[src/sfir_pkg.sv]
// ----------------------------------------------------------------------------
// Stereo FIR filter package
// Shared widths, types and constants of the stereo FIR filter core.
// ----------------------------------------------------------------------------
package sfir_pkg;

    localparam int SAMPLE_W   = 16;
    localparam int COEF_W     = 16;
    localparam int NCOEF      = 8;
    localparam int TAPS       = 8;
    localparam int HDEPTH     = NCOEF - 1;
    localparam int TAP_W      = $clog2(NCOEF);
    localparam int PROD_W     = SAMPLE_W + COEF_W;
    localparam int ACC_W      = PROD_W + TAP_W + 1;
    localparam int FRAC_BITS  = 15;
    localparam int DATA_W     = 2 * SAMPLE_W;
    localparam int APB_DATA_W = 32;
    localparam int APB_ADDR_W = TAP_W + 2;

    typedef logic signed [SAMPLE_W-1:0]     sample_t;
    typedef logic signed [COEF_W-1:0]       coef_t;
    typedef logic [NCOEF-1:0][COEF_W-1:0]   coef_arr_t;
    typedef logic [TAP_W-1:0]               tap_idx_t;

    localparam coef_t COEF0_RESET = 16'sh7FFF;

    localparam logic CHAN_LEFT  = 1'b0;
    localparam logic CHAN_RIGHT = 1'b1;

    // One multiply-accumulate operation issued to the shared unit.
    typedef struct packed {
        logic valid;
        logic first;
        logic last;
        logic chan;
    } mac_ctl_t;

    // Finished sum of one channel, already scaled and saturated.
    typedef struct packed {
        logic    done;
        logic    chan;
        sample_t value;
    } mac_res_t;

endpackage

[src/sfir_regs.sv]
// ----------------------------------------------------------------------------
// Coefficient register file
// APB-style write/read port holding the eight Q1.15 coefficients.
// ----------------------------------------------------------------------------
module sfir_regs (
    input  logic                             aclk,
    input  logic                             aresetn,
    input  logic                             psel,
    input  logic                             penable,
    input  logic                             pwrite,
    input  logic [sfir_pkg::APB_ADDR_W-1:0]  paddr,
    input  logic [sfir_pkg::APB_DATA_W-1:0]  pwdata,
    output logic [sfir_pkg::APB_DATA_W-1:0]  prdata,
    output logic                             pready,
    output sfir_pkg::coef_arr_t              coef
);
    import sfir_pkg::*;

    coef_arr_t coef_reg;
    tap_idx_t  reg_idx;
    logic      wr_en;
    coef_t     rd_coef;

    assign pready  = 1'b1;
    assign wr_en   = psel && penable && pwrite && pready;
    assign reg_idx = paddr[APB_ADDR_W-1:2];

    // Reset leaves only the newest-sample tap at its near-unity value.
    always_ff @(posedge aclk) begin
        if (!aresetn) begin
            coef_reg <= {{((NCOEF-1)*COEF_W){1'b0}}, COEF0_RESET};
        end else if (wr_en) begin
            coef_reg[reg_idx] <= pwdata[COEF_W-1:0];
        end
    end

    // Reads return the coefficient sign-extended to the bus width.
    assign rd_coef = coef_reg[reg_idx];
    assign prdata  = {{(APB_DATA_W-COEF_W){rd_coef[COEF_W-1]}}, rd_coef};
    assign coef    = coef_reg;

endmodule

[src/sfir_mac.sv]
// ----------------------------------------------------------------------------
// Shared multiply-accumulate unit
// Registered 16x16 multiplier, wide accumulator and Q1.15 output scaling.
// ----------------------------------------------------------------------------
module sfir_mac (
    input  logic                aclk,
    input  logic                aresetn,
    input  sfir_pkg::mac_ctl_t  ctl,
    input  sfir_pkg::coef_t     coef,
    input  sfir_pkg::sample_t   sample,
    output sfir_pkg::mac_res_t  res
);
    import sfir_pkg::*;

    localparam logic signed [ACC_W-1:0] ROUND_BIAS = ACC_W'(2**FRAC_BITS - 1);
    localparam logic signed [ACC_W-1:0] SAT_MAX    = ACC_W'(2**(SAMPLE_W-1) - 1);
    localparam logic signed [ACC_W-1:0] SAT_MIN    = ACC_W'(-(2**(SAMPLE_W-1)));

    logic signed [PROD_W-1:0] prod_reg;
    logic signed [PROD_W-1:0] prod_next;
    mac_ctl_t                 pctl_reg;
    logic signed [ACC_W-1:0]  acc_reg;
    logic signed [ACC_W-1:0]  acc_next;
    logic                     done_reg;
    logic                     chan_reg;
    logic signed [ACC_W-1:0]  bias;
    logic signed [ACC_W-1:0]  adj;
    logic signed [ACC_W-1:0]  quot;
    sample_t                  sat_val;

    assign prod_next = PROD_W'(coef * sample);
    assign acc_next  = pctl_reg.first ? ACC_W'(prod_reg) : acc_reg + ACC_W'(prod_reg);

    always_ff @(posedge aclk) begin
        if (!aresetn) begin
            pctl_reg <= '0;
            done_reg <= 1'b0;
            chan_reg <= CHAN_LEFT;
        end else begin
            pctl_reg <= ctl;
            done_reg <= pctl_reg.valid && pctl_reg.last;
            chan_reg <= pctl_reg.chan;
        end
    end

    always_ff @(posedge aclk) begin
        if (ctl.valid) begin
            prod_reg <= prod_next;
        end
        if (pctl_reg.valid) begin
            acc_reg <= acc_next;
        end
    end

    // Divide by 2^15 toward zero: negative sums get a bias before the shift.
    assign bias = acc_reg[ACC_W-1] ? ROUND_BIAS : '0;
    assign adj  = acc_reg + bias;
    assign quot = adj >>> FRAC_BITS;

    always_comb begin
        priority if (quot > SAT_MAX) begin
            sat_val = SAT_MAX[SAMPLE_W-1:0];
        end else if (quot < SAT_MIN) begin
            sat_val = SAT_MIN[SAMPLE_W-1:0];
        end else begin
            sat_val = quot[SAMPLE_W-1:0];
        end
    end

    assign res.done  = done_reg;
    assign res.chan  = chan_reg;
    assign res.value = sat_val;

endmodule

[src/stereo_fir_filter_core.sv]
// ----------------------------------------------------------------------------
// Stereo FIR filter core
// Eight-tap direct-form FIR on a stereo stream, one shared MAC for both sides.
// ----------------------------------------------------------------------------
// Usage:
// The slave stream takes one stereo beat per item: s_tdata[15:0] is the left
// sample and s_tdata[31:16] the right sample, both signed 16-bit PCM. The
// master stream returns one filtered beat per item with the same packing.
// Coefficients coef_0..coef_7 (Q1.15) sit on the APB port at byte address
// 4*i; they must be written only while the core is idle, which the core
// itself does not enforce. Timing: after a beat is accepted, the shared
// multiply-accumulate unit runs TAPS operations for the left channel and
// then TAPS for the right, one per cycle, followed by a drain of the
// multiplier and accumulator registers and a load of the output register.
// s_tready is high only while idle, so no new beat is accepted until the
// last result has been loaded into the output register; the throughput is
// set by the single shared MAC.
// Reset (aresetn low, synchronous) restores coef_0 to 32767, clears the other
// coefficients and both delay lines, and empties the output register.
// If the receiver stalls, the finished result waits in the output register.
// The next beat is still taken and computed, but its result then waits in the
// core, and no further beat is accepted until the output register is taken.
// ----------------------------------------------------------------------------
module stereo_fir_filter_core (
    input  logic                             aclk,
    input  logic                             aresetn,
    // Slave stream: [15:0] left_in, [31:16] right_in
    input  logic                             s_tvalid,
    output logic                             s_tready,
    input  logic [sfir_pkg::DATA_W-1:0]      s_tdata,
    // Master stream: [15:0] left_out, [31:16] right_out
    output logic                             m_tvalid,
    input  logic                             m_tready,
    output logic [sfir_pkg::DATA_W-1:0]      m_tdata,
    // Coefficient configuration port
    input  logic                             psel,
    input  logic                             penable,
    input  logic                             pwrite,
    input  logic [sfir_pkg::APB_ADDR_W-1:0]  paddr,
    input  logic [sfir_pkg::APB_DATA_W-1:0]  pwdata,
    output logic [sfir_pkg::APB_DATA_W-1:0]  prdata,
    output logic                             pready
);
    import sfir_pkg::*;

    // Sequencer states.
    localparam logic [1:0] ST_IDLE  = 2'd0;
    localparam logic [1:0] ST_RUN   = 2'd1;
    localparam logic [1:0] ST_DRAIN = 2'd2;
    localparam logic [1:0] ST_OUT   = 2'd3;

    logic [1:0]  state_reg;
    logic [1:0]  state_next;
    tap_idx_t    tap_reg;
    tap_idx_t    tap_next;
    logic        chan_reg;
    logic        chan_next;

    sample_t     new_l_reg;
    sample_t     new_r_reg;
    sample_t     hist_l_reg [HDEPTH];
    sample_t     hist_r_reg [HDEPTH];
    sample_t     res_l_reg;
    sample_t     res_r_reg;

    logic              m_valid_reg;
    logic [DATA_W-1:0] m_data_reg;

    coef_arr_t   coef_arr;
    mac_ctl_t    mac_ctl;
    mac_res_t    mac_res;
    sample_t     mac_sample;
    coef_t       mac_coef;
    tap_idx_t    hist_idx;
    logic        last_tap;
    logic        s_accept;
    logic        load_out;

    sfir_regs u_regs (
        .aclk    (aclk),
        .aresetn (aresetn),
        .psel    (psel),
        .penable (penable),
        .pwrite  (pwrite),
        .paddr   (paddr),
        .pwdata  (pwdata),
        .prdata  (prdata),
        .pready  (pready),
        .coef    (coef_arr)
    );

    assign s_tready = (state_reg == ST_IDLE);
    assign s_accept = s_tvalid && s_tready;
    assign load_out = (state_reg == ST_OUT) && (!m_valid_reg || m_tready);
    assign last_tap = (tap_reg == TAP_W'(TAPS - 1));

    // Operand selection for the shared MAC: tap zero uses the sample of the
    // current beat, later taps read the channel's delay line one place back.
    assign hist_idx   = tap_reg - TAP_W'(1);
    assign mac_coef   = coef_arr[tap_reg];

    always_comb begin
        if (tap_reg == '0) begin
            mac_sample = (chan_reg == CHAN_RIGHT) ? new_r_reg : new_l_reg;
        end else begin
            mac_sample = (chan_reg == CHAN_RIGHT) ? hist_r_reg[hist_idx]
                                                  : hist_l_reg[hist_idx];
        end
    end

    assign mac_ctl.valid = (state_reg == ST_RUN);
    assign mac_ctl.first = (tap_reg == '0);
    assign mac_ctl.last  = last_tap;
    assign mac_ctl.chan  = chan_reg;

    sfir_mac u_mac (
        .aclk    (aclk),
        .aresetn (aresetn),
        .ctl     (mac_ctl),
        .coef    (mac_coef),
        .sample  (mac_sample),
        .res     (mac_res)
    );

    // Sequencer: walk the taps of the left channel, then the right channel.
    always_comb begin
        state_next = state_reg;
        tap_next   = tap_reg;
        chan_next  = chan_reg;
        unique case (state_reg)
            ST_IDLE: begin
                tap_next  = '0;
                chan_next = CHAN_LEFT;
                if (s_accept) begin
                    state_next = ST_RUN;
                end
            end
            ST_RUN: begin
                if (last_tap) begin
                    tap_next = '0;
                    if (chan_reg == CHAN_RIGHT) begin
                        state_next = ST_DRAIN;
                    end else begin
                        chan_next = CHAN_RIGHT;
                    end
                end else begin
                    tap_next = tap_reg + TAP_W'(1);
                end
            end
            ST_DRAIN: begin
                if (mac_res.done && mac_res.chan == CHAN_RIGHT) begin
                    state_next = ST_OUT;
                end
            end
            ST_OUT: begin
                if (load_out) begin
                    state_next = ST_IDLE;
                end
            end
        endcase
    end

    always_ff @(posedge aclk) begin
        if (!aresetn) begin
            state_reg   <= ST_IDLE;
            tap_reg     <= '0;
            chan_reg    <= CHAN_LEFT;
            m_valid_reg <= 1'b0;
            for (int i = 0; i < HDEPTH; i++) begin
                hist_l_reg[i] <= '0;
                hist_r_reg[i] <= '0;
            end
        end else begin
            state_reg <= state_next;
            tap_reg   <= tap_next;
            chan_reg  <= chan_next;
            if (load_out) begin
                m_valid_reg <= 1'b1;
            end else if (m_tready) begin
                m_valid_reg <= 1'b0;
            end
            // The delay lines age by one place when the result is loaded into the output register.
            if (load_out) begin
                hist_l_reg[0] <= new_l_reg;
                hist_r_reg[0] <= new_r_reg;
                for (int i = 1; i < HDEPTH; i++) begin
                    hist_l_reg[i] <= hist_l_reg[i-1];
                    hist_r_reg[i] <= hist_r_reg[i-1];
                end
            end
        end
    end

    always_ff @(posedge aclk) begin
        if (s_accept) begin
            new_l_reg <= s_tdata[SAMPLE_W-1:0];
            new_r_reg <= s_tdata[DATA_W-1:SAMPLE_W];
        end
        if (mac_res.done) begin
            if (mac_res.chan == CHAN_RIGHT) begin
                res_r_reg <= mac_res.value;
            end else begin
                res_l_reg <= mac_res.value;
            end
        end
        if (load_out) begin
            m_data_reg <= {res_r_reg, res_l_reg};
        end
    end

    assign m_tvalid = m_valid_reg;
    assign m_tdata  = m_data_reg;

`ifndef SYNTHESIS
    // An accepted beat always starts the tap walk on the next cycle.
    assert property (@(posedge aclk) disable iff (!aresetn)
        s_accept |=> (state_reg == ST_RUN && tap_reg == '0 && chan_reg == CHAN_LEFT))
        else $error("tap walk did not start after an accepted beat");

    // The MAC never reports a finished sum while the core is idle.
    assert property (@(posedge aclk) disable iff (!aresetn)
        (state_reg == ST_IDLE) |-> !mac_res.done)
        else $error("MAC result while idle");

    // The right channel sum completes only while the sequencer drains.
    assert property (@(posedge aclk) disable iff (!aresetn)
        (mac_res.done && mac_res.chan == CHAN_RIGHT) |-> (state_reg == ST_DRAIN))
        else $error("right channel sum outside the drain state");
`endif

endmodule
[config.mk]
export PLATFORM = sky130hd
export DESIGN_NAME = stereo_fir_filter_core
export DESIGN_NICKNAME = d
export VERILOG_FILES = /design/src/sfir_pkg.sv /design/src/sfir_regs.sv /design/src/sfir_mac.sv /design/src/stereo_fir_filter_core.sv
export SDC_FILE = /design/constraint.sdc
export NUM_CORES = 2
export LEC_CHECK = 0
export BUFFER_PORTS_ARGS = -buffer_cell sky130_fd_sc_hd__buf_2
export CORE_MARGIN = 3
export CORE_UTILIZATION = 45
export CTS_BUF_LIST = sky130_fd_sc_hd__clkbuf_4 sky130_fd_sc_hd__clkbuf_8
export DETAILED_ROUTE_END_ITERATION = 12
export PLACE_DENSITY = 0.59
export SLEW_MARGIN = 20
export SYNTH_ARGS = -nofsm -noshare
export SYNTH_HDL_FRONTEND = slang
export SYNTH_HIERARCHICAL = 1
export SYNTH_SLANG_ARGS = --single-unit
[constraint.sdc]
create_clock -name aclk -period 24.3 [get_ports aclk]
set_input_delay 2.43 -clock aclk [delete_from_list [all_inputs] [get_ports aclk]]
set_output_delay 2.43 -clock aclk [all_outputs]
set_load 0.01 [all_outputs]
==> Yosys cells after proc, flatten, opt, wreduce, memory -nomap -nowiden <==
Memories as Yosys holds them, arrays and structs flattened.
Index checks and enable logic that the tools add are counted.
{ "classes": {"n_addsub": 4, "multipliers": 1, "div_mod_pow": 0, "order_cmp": 5, "eq_ne": 9, "shift": 0, "n_mux": 44, "n_bitwise": 15, "reduce_logical": 17} }
{ "op_table": {"columns": ["cell", "count"], "rows": [
  ["$mux W16", 22],
  ["$bwmux W128", 1],
  ["$bmux W16 S3", 2],
  ["$demux W16 S3", 1],
  ["$add A36 B16 Y36", 1],
  ["$add A36 B32 Y36", 1],
  ["$mux W36", 1],
  ["$mul A16 B16 Y32", 1],
  ["$gt A21 B16 Y1 const B", 1],
  ["$lt A21 B16 Y1 const B", 1],
  ["$mux W15", 1],
  ["$or A1 B1 Y1", 14],
  ["$mux W2", 5],
  ["$lt A3 B4 Y1 const B", 2],
  ["$ne A2 B2 Y1 const B", 4],
  ["$pmux W2 S4", 1],
  ["$logic_and A1 B1 Y1", 7],
  ["$mux W1", 7],
  ["$pmux W3 S2", 1],
  ["$reduce_and A2 Y1", 3],
  ["$reduce_and A5 Y1", 1],
  ["$eq A2 B2 Y1 const B", 2],
  ["$reduce_bool A2 Y1", 2],
  ["$add A3 B1 Y3 const B", 1],
  ["other kinds (12)", 12]
]} }
{ "word_totals": {"reg_bits": 305, "latch_bits": 0, "ram_bits": 224, "rom_bits": 0, "input_bits": 76, "out_inout_bits": 67, "wordCells": 122, "memories": 2} }
{ "memory_table": {"columns": ["name", "depth", "word_bits", "rd", "rd_clocked_by_memory_dff", "wr", "line", "source"], "rows": [
  ["hist_l_reg", 7, 16, 7, 0, 7, "stereo_fir_filter_core.sv:61", "sample_t hist_l_reg [HDEPTH];"],
  ["hist_r_reg", 7, 16, 7, 0, 7, "stereo_fir_filter_core.sv:62", "sample_t hist_r_reg [HDEPTH];"]
]} }

==> Logic depth before layout (Yosys ltp) <==
{ "logic_depth": {"ltp_word": 7, "mapped_depth": 36, "depth_no_buf": 29} }

==> Cells and area by module <==
The synthesis kept the hierarchy.
{ "by_module_without_submodules": {"columns": ["module", "instances", "cells_per_inst", "area_each_um2", "seq_area_each_um2"], "rows": [
  ["sfir_mac", 1, 1623, 15128.3, 2162.1],
  ["stereo_fir_filter_core", 1, 929, 14704.1, 9749.4],
  ["sfir_regs", 1, 545, 5952.0, 2562.5]
]} }

==> Worst setup path before layout <==
OpenSTA, ideal clock, no wires.
{ "synth_path": {"path_kind": "input port to flip-flop", "from": "input m_tready", "to": "memory hist_l_reg[0][0] (netlist bit), enable pin", "setup_time_ns": 1.118, "t_arrival_ns": 18.116, "required_time_ns": 23.182, "path_slack_ns": 5.066, "stages": 2, "n_path_buf": 0, "path_cell_list": "nor2b_1 > o21ai_0"} }
{ "synth_rtl": {"columns": ["item", "line", "source"], "rows": [
  ["from (decl)", "stereo_fir_filter_core.sv:33", "input logic m_tready,"],
  ["to (decl)", "stereo_fir_filter_core.sv:61", null]
]} }

==> Worst setup path after layout <==
{ "layout_path": {"from": "register tap_reg[1]", "to": "register u_mac.prod_reg[31] (data pin)"} }
{ "layout_via": {"elab_chain_len": 5, "elab_cells_between_ends": 9, "classes_between": "1 x add/sub; 1 x mul; 4 x mux; 1 x reduce/logical; 2 x memory"} }
{ "layout_rtl": {"columns": ["item", "line", "source"], "rows": [
  ["from (decl)", "stereo_fir_filter_core.sv:54", "tap_idx_t tap_reg;"],
  ["from (signal assigned)", "stereo_fir_filter_core.sv:175", "tap_reg <= tap_next;"],
  ["$sub A3 B1 Y3", "stereo_fir_filter_core.sv:99", "assign hist_idx = tap_reg - TAP_W'(1);"],
  ["$mem_v2 Z7 W16, on equally long branches", null, null],
  ["$mux W16", "stereo_fir_filter_core.sv:106", "mac_sample = (chan_reg == CHAN_RIGHT) ? hist_r_reg[hist_idx]"],
  ["$mux W16 (*)", "stereo_fir_filter_core.sv:103", "if (tap_reg == '0) begin"],
  ["net mac_sample[5]", "stereo_fir_filter_core.sv:72", "sample_t mac_sample;"],
  ["$mul A16 B16 Y32 (*)", "sfir_mac.sv:31", "assign prod_next = PROD_W'(coef * sample);"],
  ["net u_mac.prod_next[31]", "sfir_mac.sv:20", "logic signed [PROD_W-1:0] prod_next;"],
  ["to (signal assigned)", "sfir_mac.sv:48", "prod_reg <= prod_next;"],
  ["to (decl)", "sfir_mac.sv:19", "logic signed [PROD_W-1:0] prod_reg;"]
]} }
The timed path passes the listed nets; every way through them passes the cells marked *. The select of a mux whose other input is x is not followed.
A chain may end at the register's enable or synchronous reset.

==> out/results.ini <==
[synth]
synth_area_leaders = edfxtp_1 33%, fa_1 15%, dfxtp_1 7.9%, and2_1 6.5%, mux4_2 5.8%
synth-edff-count = 388
synth-seq-area-share = 0.404
synth_cells = 3097
synthArstFlopShare = 0
synth_seq_cells = 529
ys.flop_type = edfxtp_1
synth_top_area_frac = 0.326
synth_nets = 3577
yosysTopAreaCell = edfxtp_1
yosysMostFrequentCell = edfxtp_1
syn_area_sq_um = 35800
syn_avg_cell_area_sq_um = 11.6
synth_cell_types = 88
yosys_warnings = 6
netlist_top_cells_count = 388 x edfxtp_1, 374 x and2_1, 360 x inv_1, 307 x nand2_1, 263 x fa_1

[grt]
grt_usage = 0.205
grt_pass1_vias = 24812
grt_start_max_net_pins = 116
antenna_found_initial = 2
grt_pass1_wl_um = 134000
gr-total-overflow = 0

[clock_network]
hold_buffers = 0
cts-root-buf = clkbuf_8
clk_path_buf_depth = 3
cts-buffers-inserted = 91
clock-sinks = 529
clk_pin_slew_ns = 0.06
htreeDepth = 3
postCtsSetupBuffers = 0
cts_resized = 0
clock_latency_ns = 0.71
cts_tree = yes

[placed_design]
dp_hpwl_um = 55600
port_buffers = 123
placed_cells = 4133
gp_congestion = 0.837
place_area_sq_um = 37300

[floorplanning]
start_util = 0.458
die_w_um = 288
ios = 143
row_count = 102
dieHeight_um = 288
die_area_sq_um = 82900
coreArea_sq_um = 78100

[timing]
hold_viol_final = 0
max_slew_margin = 0.258
post-route-period-util = 0.399
setup_violations = 0
timing.fmax_mhz = 103
rsz0062_at_grt = no
worst_pin_slew_ns = 1.11
fin_setup_tns_ns = 0
fin_skew_ns = 0.0516
slew_viol_final = 0
period_minus_slack_ns = 9.70

[min_path]
holdPathStages = 0
hp-class = register to register

[setup_path]
reg2reg_depth = 26
path_common_cell = fa_1
worstPathMaxFanout = 54
crit_type = register to register
worstPathRequired_ns = 24.73
max_stage_delay_ns = 0.96
cp-end-kind = register
crit_arrival_ns = 10.13
start_kind = register
cp_slowest_cell = fa_1

[finish]
fin_area_sq_um = 39200
fin_nets = 3666
syn2layout_area_growth_pct = 9.51
num-fill-cells = 6943
largest_reg_flops = 128
instances_no_fill = 4297
final_util = 0.502
multi_input_area_sq_um = 19200
drive_gt1_frac = 0.152
ff_latch_area_sq_um = 14500

[detailed_routing]
drt_iter0_drc = 1437
remaining_drc_errors = 0
drt-total-wl_um = 83000
viasPerCell = 5.32
drtPass1Iterations = 5
wl_per_cell_um = 19.3
vias = 22873
antenna_left = 0

[run_status]
status = completed

[job]
cap_violations = 0

[area by class of cell]
class                           instances  area share
Antenna cell                            1   0.0000639
Clock buffer                          130      0.0404
Clock inverter                         33     0.00852
Inverter                              361      0.0346
Multi-Input combinational cell       2040       0.490
Sequential cell                       529       0.369
Tap cell                             1040      0.0332
Timing Repair Buffer                  163      0.0236
[layout by cell type, fill, tap and decap left out, types with 46 or more instances in the layout]
master	count
xnor2_1	46
a21oi_1	90
edfxtp_1	388
dfxtp_1	138
clkbuf_8	97
fa_1	263
nor2_1	86
inv_1	360
mux4_2	92
mux2i_1	166
a211oi_1	73
nand2_1	307
and2_1	374
ha_1	139
buf_2	122
[worst paths after layout]
path | slack (ns) | to | start
hold reg to reg | 0.41 | m_tdata[17]$_DFFE_PP_ | res_r_reg[1]$_DFFE_PP_
setup reg to reg | 14.60 | u_mac/prod_reg[31]$_DFFE_PP_ | tap_reg[1]$_SDFFE_PN0P_
hold / removal | 0.41 | m_tdata[17]$_DFFE_PP_ | res_r_reg[1]$_DFFE_PP_
setup / recovery | 14.60 | u_mac/prod_reg[31]$_DFFE_PP_ | tap_reg[1]$_SDFFE_PN0P_
[cell families after synthesis]
| group | share of synthesized area |
|---|---|
| mux | 0.116 |
| simple gates | 0.136 |
| compound gates | 0.0649 |
| other cells | 0.000105 |
| xor+xnor | 0.0183 |
| fa+ha+maj | 0.196 |
| buf+inv | 0.0631 |
| flops | 0.404 |
[layer usage]
| layer | global-route usage | routed length (um) |
|---|---|---|
| met1 | 0.259 | 35400 |
| met2 | 0.348 | 40200 |
| met3 | 0.0391 | 4050 |
| met4 | 0.0842 | 3300 |
| met5 | 0 | 0 |
[metrics by stage]
stage	hold slack (ns)	worst slack (ns)
2_1_floorplan	0.400	5.07
3_3_place_gp	0.405	14.25
3_5_place_dp	0.405	14.54
4_1_cts	0.415	14.52
5_1_grt	0.423	13.97
6_report	0.410	14.60
[worst max-delay path: cells and delay by family, from the launching register on]
kind	cells	cell delay, ns
xor gates and xnor gates	1	0.15
and+or+nand+nor	3	0.59
adders and majority gates	8	4.61
buffers and inverters	7	1.59
AOI/OAI and AO/OA	7	2.14
DFF	1	0.31
Power is left out: the tool's default activity adds up to more than one toggle a clock period on the data nets, which glitch-free logic cannot reach.
